[src/sv/kvct_pkg.sv]
`timescale 1ns / 1ps

package kvct_pkg;

    // scanner states
    typedef enum logic [2:0] {
        ST_DIVIDER = 3'd0,
        ST_COMMENT = 3'd1,
        ST_NAME    = 3'd2,
        ST_VALUE   = 3'd3,
        ST_ESCAPE  = 3'd4,
        ST_QUOTE_D = 3'd5,
        ST_QUOTE_S = 3'd6
    } t_scan_state;

    // result kinds
    typedef enum logic [2:0] {
        K_NONE  = 3'd0,
        K_NAME  = 3'd1,
        K_VALUE = 3'd2,
        K_PAIR  = 3'd3,
        K_ERROR = 3'd4,
        K_END   = 3'd5
    } t_kind;

    localparam logic [7:0] CH_COMMENT = 8'h23;
    localparam logic [7:0] CH_NEWLINE = 8'h0A;
    localparam logic [7:0] CH_EQUALS  = 8'h3D;
    localparam logic [7:0] CH_QUOTE_D = 8'h22;
    localparam logic [7:0] CH_QUOTE_S = 8'h27;
    localparam logic [7:0] CH_ESCAPE  = 8'h5C;

    // one result word
    typedef struct packed {
        t_kind      kind;
        logic [7:0] token_char;
        logic       partial_dropped;
        logic       halted;
    } t_result;

    function automatic logic is_letter(input logic [7:0] c);
        return (c >= 8'h41 && c <= 8'h5A) || (c >= 8'h61 && c <= 8'h7A);
    endfunction

    function automatic logic is_alnum(input logic [7:0] c);
        return is_letter(c) || (c >= 8'h30 && c <= 8'h39);
    endfunction

    function automatic logic is_space(input logic [7:0] c);
        return (c == 8'h20) || (c >= 8'h09 && c <= 8'h0D);
    endfunction

endpackage

[src/sv/key_value_config_tokenizer.sv]
`timescale 1ns / 1ps

// name=value line tokenizer, one text byte per word
// slave channel: tdata carries the byte, tlast marks end of text (byte ignored)
// master channel: one result word per input word; tuser carries the token
// kind (none, name char, value char, pair complete, syntax error, end), tdata
// carries the character, the partial-pair flag at end and the halted flag
// an accepted word passes through the input register, then the scanner logic
// into the result register
// throughput: one word per cycle unless the receiver stalls; the scanner state
// is a small register, updated as each word moves from input to result register
// reset: scanner returns to the divider state, halt flag clears, both
// registers empty
// when the receiver stalls the result register holds, the input register
// fills, and then tready drops until the result word is taken
// after a syntax error every word yields kind none with halted set until reset
module key_value_config_tokenizer (
    input  logic        i_clk,
    input  logic        i_rst_n,
    input  logic        i_s_axis_tvalid,
    output logic        o_s_axis_tready,
    input  logic [7:0]  i_s_axis_tdata,   // [7:0] data_byte
    input  logic        i_s_axis_tlast,   // end_of_input
    output logic        o_m_axis_tvalid,
    input  logic        i_m_axis_tready,
    output logic [15:0] o_m_axis_tdata,   // [7:0] token_char, [8] partial_dropped,
                                          // [9] halted, [15:10] zero
    output logic [2:0]  o_m_axis_tuser    // [2:0] token_kind
);
    import kvct_pkg::*;

    logic              r_in_valid;
    logic [7:0]        r_in_byte;
    logic              r_in_eoi;
    logic              r_out_valid;
    t_result           r_out;
    t_scan_state       r_state;
    logic              r_halt;
    t_scan_state       n_state;
    logic              n_halt;
    t_result           n_out;
    logic              w_advance;

    // input word moves into the result register when that is free or draining
    assign w_advance       = r_in_valid && (!r_out_valid || i_m_axis_tready);
    assign o_s_axis_tready = !r_in_valid || w_advance;

    kvct_step u_step (
        .i_state  (r_state),
        .i_halt   (r_halt),
        .i_byte   (r_in_byte),
        .i_eoi    (r_in_eoi),
        .o_state  (n_state),
        .o_halt   (n_halt),
        .o_result (n_out)
    );

    // input register
    always_ff @(posedge i_clk) begin
        if (!i_rst_n) begin
            r_in_valid <= 1'b0;
        end else if (o_s_axis_tready) begin
            r_in_valid <= i_s_axis_tvalid;
        end
        if (o_s_axis_tready && i_s_axis_tvalid) begin
            r_in_byte <= i_s_axis_tdata;
            r_in_eoi  <= i_s_axis_tlast;
        end
    end

    // scanner state and result register
    always_ff @(posedge i_clk) begin
        if (!i_rst_n) begin
            r_state     <= ST_DIVIDER;
            r_halt      <= 1'b0;
            r_out_valid <= 1'b0;
        end else begin
            if (w_advance) begin
                r_state     <= n_state;
                r_halt      <= n_halt;
                r_out_valid <= 1'b1;
            end else if (i_m_axis_tready) begin
                r_out_valid <= 1'b0;
            end
        end
        if (w_advance) begin
            r_out <= n_out;
        end
    end

    assign o_m_axis_tvalid = r_out_valid;
    assign o_m_axis_tuser  = r_out.kind;
    assign o_m_axis_tdata  = {6'd0, r_out.halted, r_out.partial_dropped, r_out.token_char};

endmodule

[src/sv/kvct_step.sv]
`timescale 1ns / 1ps

// next-state and result logic of the scanner for one byte
module kvct_step (
    input  kvct_pkg::t_scan_state i_state,
    input  logic                  i_halt,
    input  logic [7:0]            i_byte,
    input  logic                  i_eoi,
    output kvct_pkg::t_scan_state o_state,
    output logic                  o_halt,
    output kvct_pkg::t_result     o_result
);
    import kvct_pkg::*;

    logic w_error;

    // next state
    always_comb begin
        o_state = i_state;
        w_error = 1'b0;
        if (i_halt) begin
            o_state = i_state;
        end else if (i_eoi) begin
            o_state = ST_DIVIDER;
        end else begin
            case (i_state)
                ST_COMMENT: begin
                    if (i_byte == CH_NEWLINE) o_state = ST_DIVIDER;
                end
                ST_NAME: begin
                    if (is_alnum(i_byte)) o_state = ST_NAME;
                    else if (i_byte == CH_EQUALS) o_state = ST_VALUE;
                    else w_error = 1'b1;
                end
                ST_VALUE: begin
                    if (i_byte == CH_QUOTE_D) o_state = ST_QUOTE_D;
                    else if (i_byte == CH_QUOTE_S) o_state = ST_QUOTE_S;
                    else if (i_byte == CH_ESCAPE) o_state = ST_ESCAPE;
                    else if (is_space(i_byte)) o_state = ST_DIVIDER;
                end
                ST_ESCAPE: begin
                    o_state = ST_VALUE;
                end
                ST_QUOTE_D: begin
                    if (i_byte == CH_QUOTE_D) o_state = ST_VALUE;
                end
                ST_QUOTE_S: begin
                    if (i_byte == CH_QUOTE_S) o_state = ST_VALUE;
                end
                default: begin
                    // divider, and the unused code
                    if (is_letter(i_byte)) o_state = ST_NAME;
                    else if (i_byte == CH_COMMENT) o_state = ST_COMMENT;
                    else if (!is_space(i_byte)) w_error = 1'b1;
                    else o_state = ST_DIVIDER;
                end
            endcase
        end
        o_halt = i_halt | w_error;
    end

    // result word
    always_comb begin
        o_result.kind            = K_NONE;
        o_result.token_char      = 8'd0;
        o_result.partial_dropped = 1'b0;
        o_result.halted          = o_halt;
        if (i_halt) begin
            o_result.kind = K_NONE;
        end else if (i_eoi) begin
            o_result.kind            = K_END;
            o_result.partial_dropped = (i_state == ST_NAME) || (i_state == ST_VALUE)
                                    || (i_state == ST_ESCAPE) || (i_state == ST_QUOTE_D)
                                    || (i_state == ST_QUOTE_S);
        end else if (w_error) begin
            o_result.kind = K_ERROR;
        end else begin
            case (i_state)
                ST_COMMENT: begin
                    o_result.kind = K_NONE;
                end
                ST_NAME: begin
                    o_result.kind       = K_NAME;
                    o_result.token_char = is_alnum(i_byte) ? i_byte : 8'd0;
                    if (!is_alnum(i_byte)) o_result.kind = K_NONE;
                end
                ST_VALUE: begin
                    if (is_space(i_byte)) begin
                        o_result.kind = K_PAIR;
                    end else if (i_byte != CH_QUOTE_D && i_byte != CH_QUOTE_S
                                 && i_byte != CH_ESCAPE) begin
                        o_result.kind       = K_VALUE;
                        o_result.token_char = i_byte;
                    end
                end
                ST_ESCAPE: begin
                    if (i_byte != CH_NEWLINE) begin
                        o_result.kind       = K_VALUE;
                        o_result.token_char = i_byte;
                    end
                end
                ST_QUOTE_D: begin
                    if (i_byte != CH_QUOTE_D) begin
                        o_result.kind       = K_VALUE;
                        o_result.token_char = i_byte;
                    end
                end
                ST_QUOTE_S: begin
                    if (i_byte != CH_QUOTE_S) begin
                        o_result.kind       = K_VALUE;
                        o_result.token_char = i_byte;
                    end
                end
                default: begin
                    if (is_letter(i_byte)) begin
                        o_result.kind       = K_NAME;
                        o_result.token_char = i_byte;
                    end
                end
            endcase
        end
    end

endmodule
[config.mk]
export PLATFORM = sky130hd
export DESIGN_NAME = key_value_config_tokenizer
export DESIGN_NICKNAME = d
export VERILOG_FILES = /design/src/sv/kvct_pkg.sv /design/src/sv/key_value_config_tokenizer.sv /design/src/sv/kvct_step.sv
export SDC_FILE = /design/constraint.sdc
export NUM_CORES = 1
export LEC_CHECK = 0
export ABC_AREA = 1
export BUFFER_PORTS_ARGS = -buffer_cell sky130_fd_sc_hd__clkbuf_2
export CORE_MARGIN = 10
export CORE_UTILIZATION = 55
export DETAILED_ROUTE_END_ITERATION = 12
export PLACE_DENSITY_LB_ADDON = 0.08
export REMOVE_ABC_BUFFERS = 1
export SLEW_MARGIN = 30
export SYNTH_ARGS = -nofsm -noshare
export SYNTH_HDL_FRONTEND = slang
export SYNTH_SLANG_ARGS = --single-unit
[constraint.sdc]
create_clock -name i_clk -period 4.1 [get_ports i_clk]
set_input_delay 0.82 -clock i_clk [delete_from_list [all_inputs] [get_ports i_clk]]
set_output_delay 0.82 -clock i_clk [all_outputs]
set_load 0.02 [all_outputs]
==> metrics.yaml <==
sta:
  finalClockSkew_ns: 0.00104
  setup_tns_ns: 0
  max_clock_freq_ghz: 0.487
  rsz0062_at_grt: "no"
  hold_violations: 0
  fin_crit_sh_pct: 50.1
  min_period_ns: 2.05
  final-setup-viol-count: 0
  slew_viol_final: 0
  fin_hold_ws_ns: 0.522
power:
  p_seq_share_pct: 62.3
  irDropWorstVdd_uv: 165
  p_clk_share_pct: 21.0
  swShare_pct: 28.0
  p_int_w: 0.000385
  pwr-share-comb_pct: 16.7
  p_per_area_nw_per_um2: 290
  p_sw_w: 0.000149
  total_power_w: 0.000534
  p_leak_nw: 0.829
clock_network:
  clk_pin_slew_ns: 0.14
  post_cts_resized: 0
  root_buffer: "clkbuf_4"
  cts_setup_buffers: 0
  clock-sinks: 28
  postCtsHoldBufs: 0
  cts_tree: "yes"
  cts_buffers: 3
  cts_buffer_depth: 2
  cts_max_level: 1
  clk_latency_ns: 0.32
yosys:
  synth.top_cell.area_share_pct: 39.6
  synth_warnings: 0
  synth-seq-cells: 28
  seq_area_frac_synth_pct: 46.8
  yosys.area.top_type: "edfxtp_1"
  synth_area_leaders: "edfxtp_1 40%, nand2_1 11%, nand3_1 8.7%"
  syn-instance-count: 218
  syn-cell-area_um2: 1670
  synth.distinct_cells: 22
  avgSynthCellArea_um2: 7.65
grt:
  grt_pass1_vias: 1381
  grt_pass1_wl_mm: 5.72
  grt_util_all_layers_pct: 12.6
  antenna_found_initial: 0
  grt_max_degree: 16
  overflow: 0
worst_setup_path:
  cp.arrival_ns: 1.23
  end_kind: "output pin"
  cp_max_fo: 3
  start_kind: "input pin"
  crit_type: "in2out"
  critPathRequiredTime_ns: 3.28
place:
  hpwlAfterDp_mm: 2.85
  dpl_cell_area_um2: 1820
  numPortBuffers: 27
  gp_congestion: 0.936
min_path:
  hold_class: "reg2reg"
finish:
  syn2layout_area_growth_pct: 10.4
  most-common-layout-cells: "49 x nand2_1, 36 x nor2_1, 29 x nand3_1, 27 x clkbuf_2"
  fill_cells: 282
  layout.cells.most_common: "nand2_1"
  fin_area_um2: 1840
  utilization_pct: 65.1
  drive_gt1_share_pct: 20.2
  antenna_cells: 0
  final_nets: 262
detailed_routing:
  drtPass1Iterations: 5
  wl_per_cell_um: 12.5
  viasPerCell: 5.33
  post-route-drc-count: 0
  ant_nets: 0
  num_vias: 1487
  drtIter0Drc: 97
  wirelength_mm: 3.50
floorplanning:
  io_pins: 34
  start_util_pct: 59.0
  rows: 19
  dieArea_um2: 5630
  die_w_um: 75.1
  die_h_um: 75.1
  coreArea_um2: 2830
job:
  max-cap-violations: 0
run_status:
  outcome: "complete, no violations"
-- worst max-delay path, cell delays in order --
cell and delay [ns]:
clkbuf_2 0.08, inv_1 0.06, nand3_1 0.10, clkbuf_2 0.18
-- registers in the layout, indices dropped and copies added, names as in the netlist --
signal / cells
o_m_axis_tdata: 10
o_m_axis_tuser: 3
o_m_axis_tvalid: 1
r_halt: 1
r_in_byte: 8
r_in_eoi: 1
r_in_valid: 1
r_state: 3
-- per-layer routing --
layer	wire, um	GRT usage (%)	up-vias
met5	0	0	-
met4	44	4.62	0
met3	265	2.76	7
met2	1580	21.5	59
met1	1610	15.2	649
li1	-	-	772
-- area by class of cell --
type | instances | area [um^2] | share of cell area [%]
flip-flops and latches | 28 | 781 | 42.4
multi-input cells | 162 | 759 | 41.2
repair buffers | 27 | 135 | 7.34
inverters | 27 | 101 | 5.50
well taps | 31 | 38.8 | 2.11
clock buffers | 3 | 22.5 | 1.22
clock inverters | 1 | 3.75 | 0.204
-- Yosys cell counts, drive strengths merged --
library cell  instances
a31oi                 1
edfxtp               22
nand2                53
o21ai                 8
dfxtp                 6
nand4                 7
conb                  1
inv                  27
nand3                32
nor2                 41
nand3b                2
nor3                  2
buf                   6
a21oi                 9
or2                   1
-- power groups by stage --
stage	registers (W)	logic [W]	clock network, W
6_report	0.000332	0.0000893	0.000112
5_1_grt	0.000335	0.000102	0.000125
4_1_cts	0.000332	0.0000897	0.000119
3_5_place_dp	0.000339	0.0000894	0
3_3_place_gp	0.000339	0.0000880	0
2_1_floorplan	0.000345	0.0000569	0
-- per-stage QoR --
stage | cells | setup WS (ns)
3_5_place_dp | 275 | 2.04
3_3_place_gp | 275 | 2.06
6_report | 279 | 2.05
2_1_floorplan | 217 | 2.21
5_1_grt | 279 | 1.97
4_1_cts | 279 | 2.04
-- logic make-up (layout without fill, tap and decap cells) --
| logic type | count (synthesis) | in the layout | synth area share, % |
|---|---|---|---|
| other cells | 1 | 6 | 0.225 |
| buf+inv | 33 | 58 | 8.78 |
| simple gates | 138 | 138 | 38.1 |
| compound gates | 18 | 18 | 6.08 |
| flops | 28 | 28 | 46.8 |
-- worst paths after layout --
check / from / end / slack, ns / depth (start not counted)
setup / recovery: i_m_axis_tready / o_s_axis_tready / 2.05 / 4
hold / removal: o_m_axis_tvalid / o_m_axis_tvalid / 0.52 / 2
setup reg to reg: r_in_byte[4] / o_m_axis_tdata[7] / 2.15 / 10
hold reg to reg: o_m_axis_tvalid / o_m_axis_tvalid / 0.52 / 2
(Power assumes the default switching activity.)
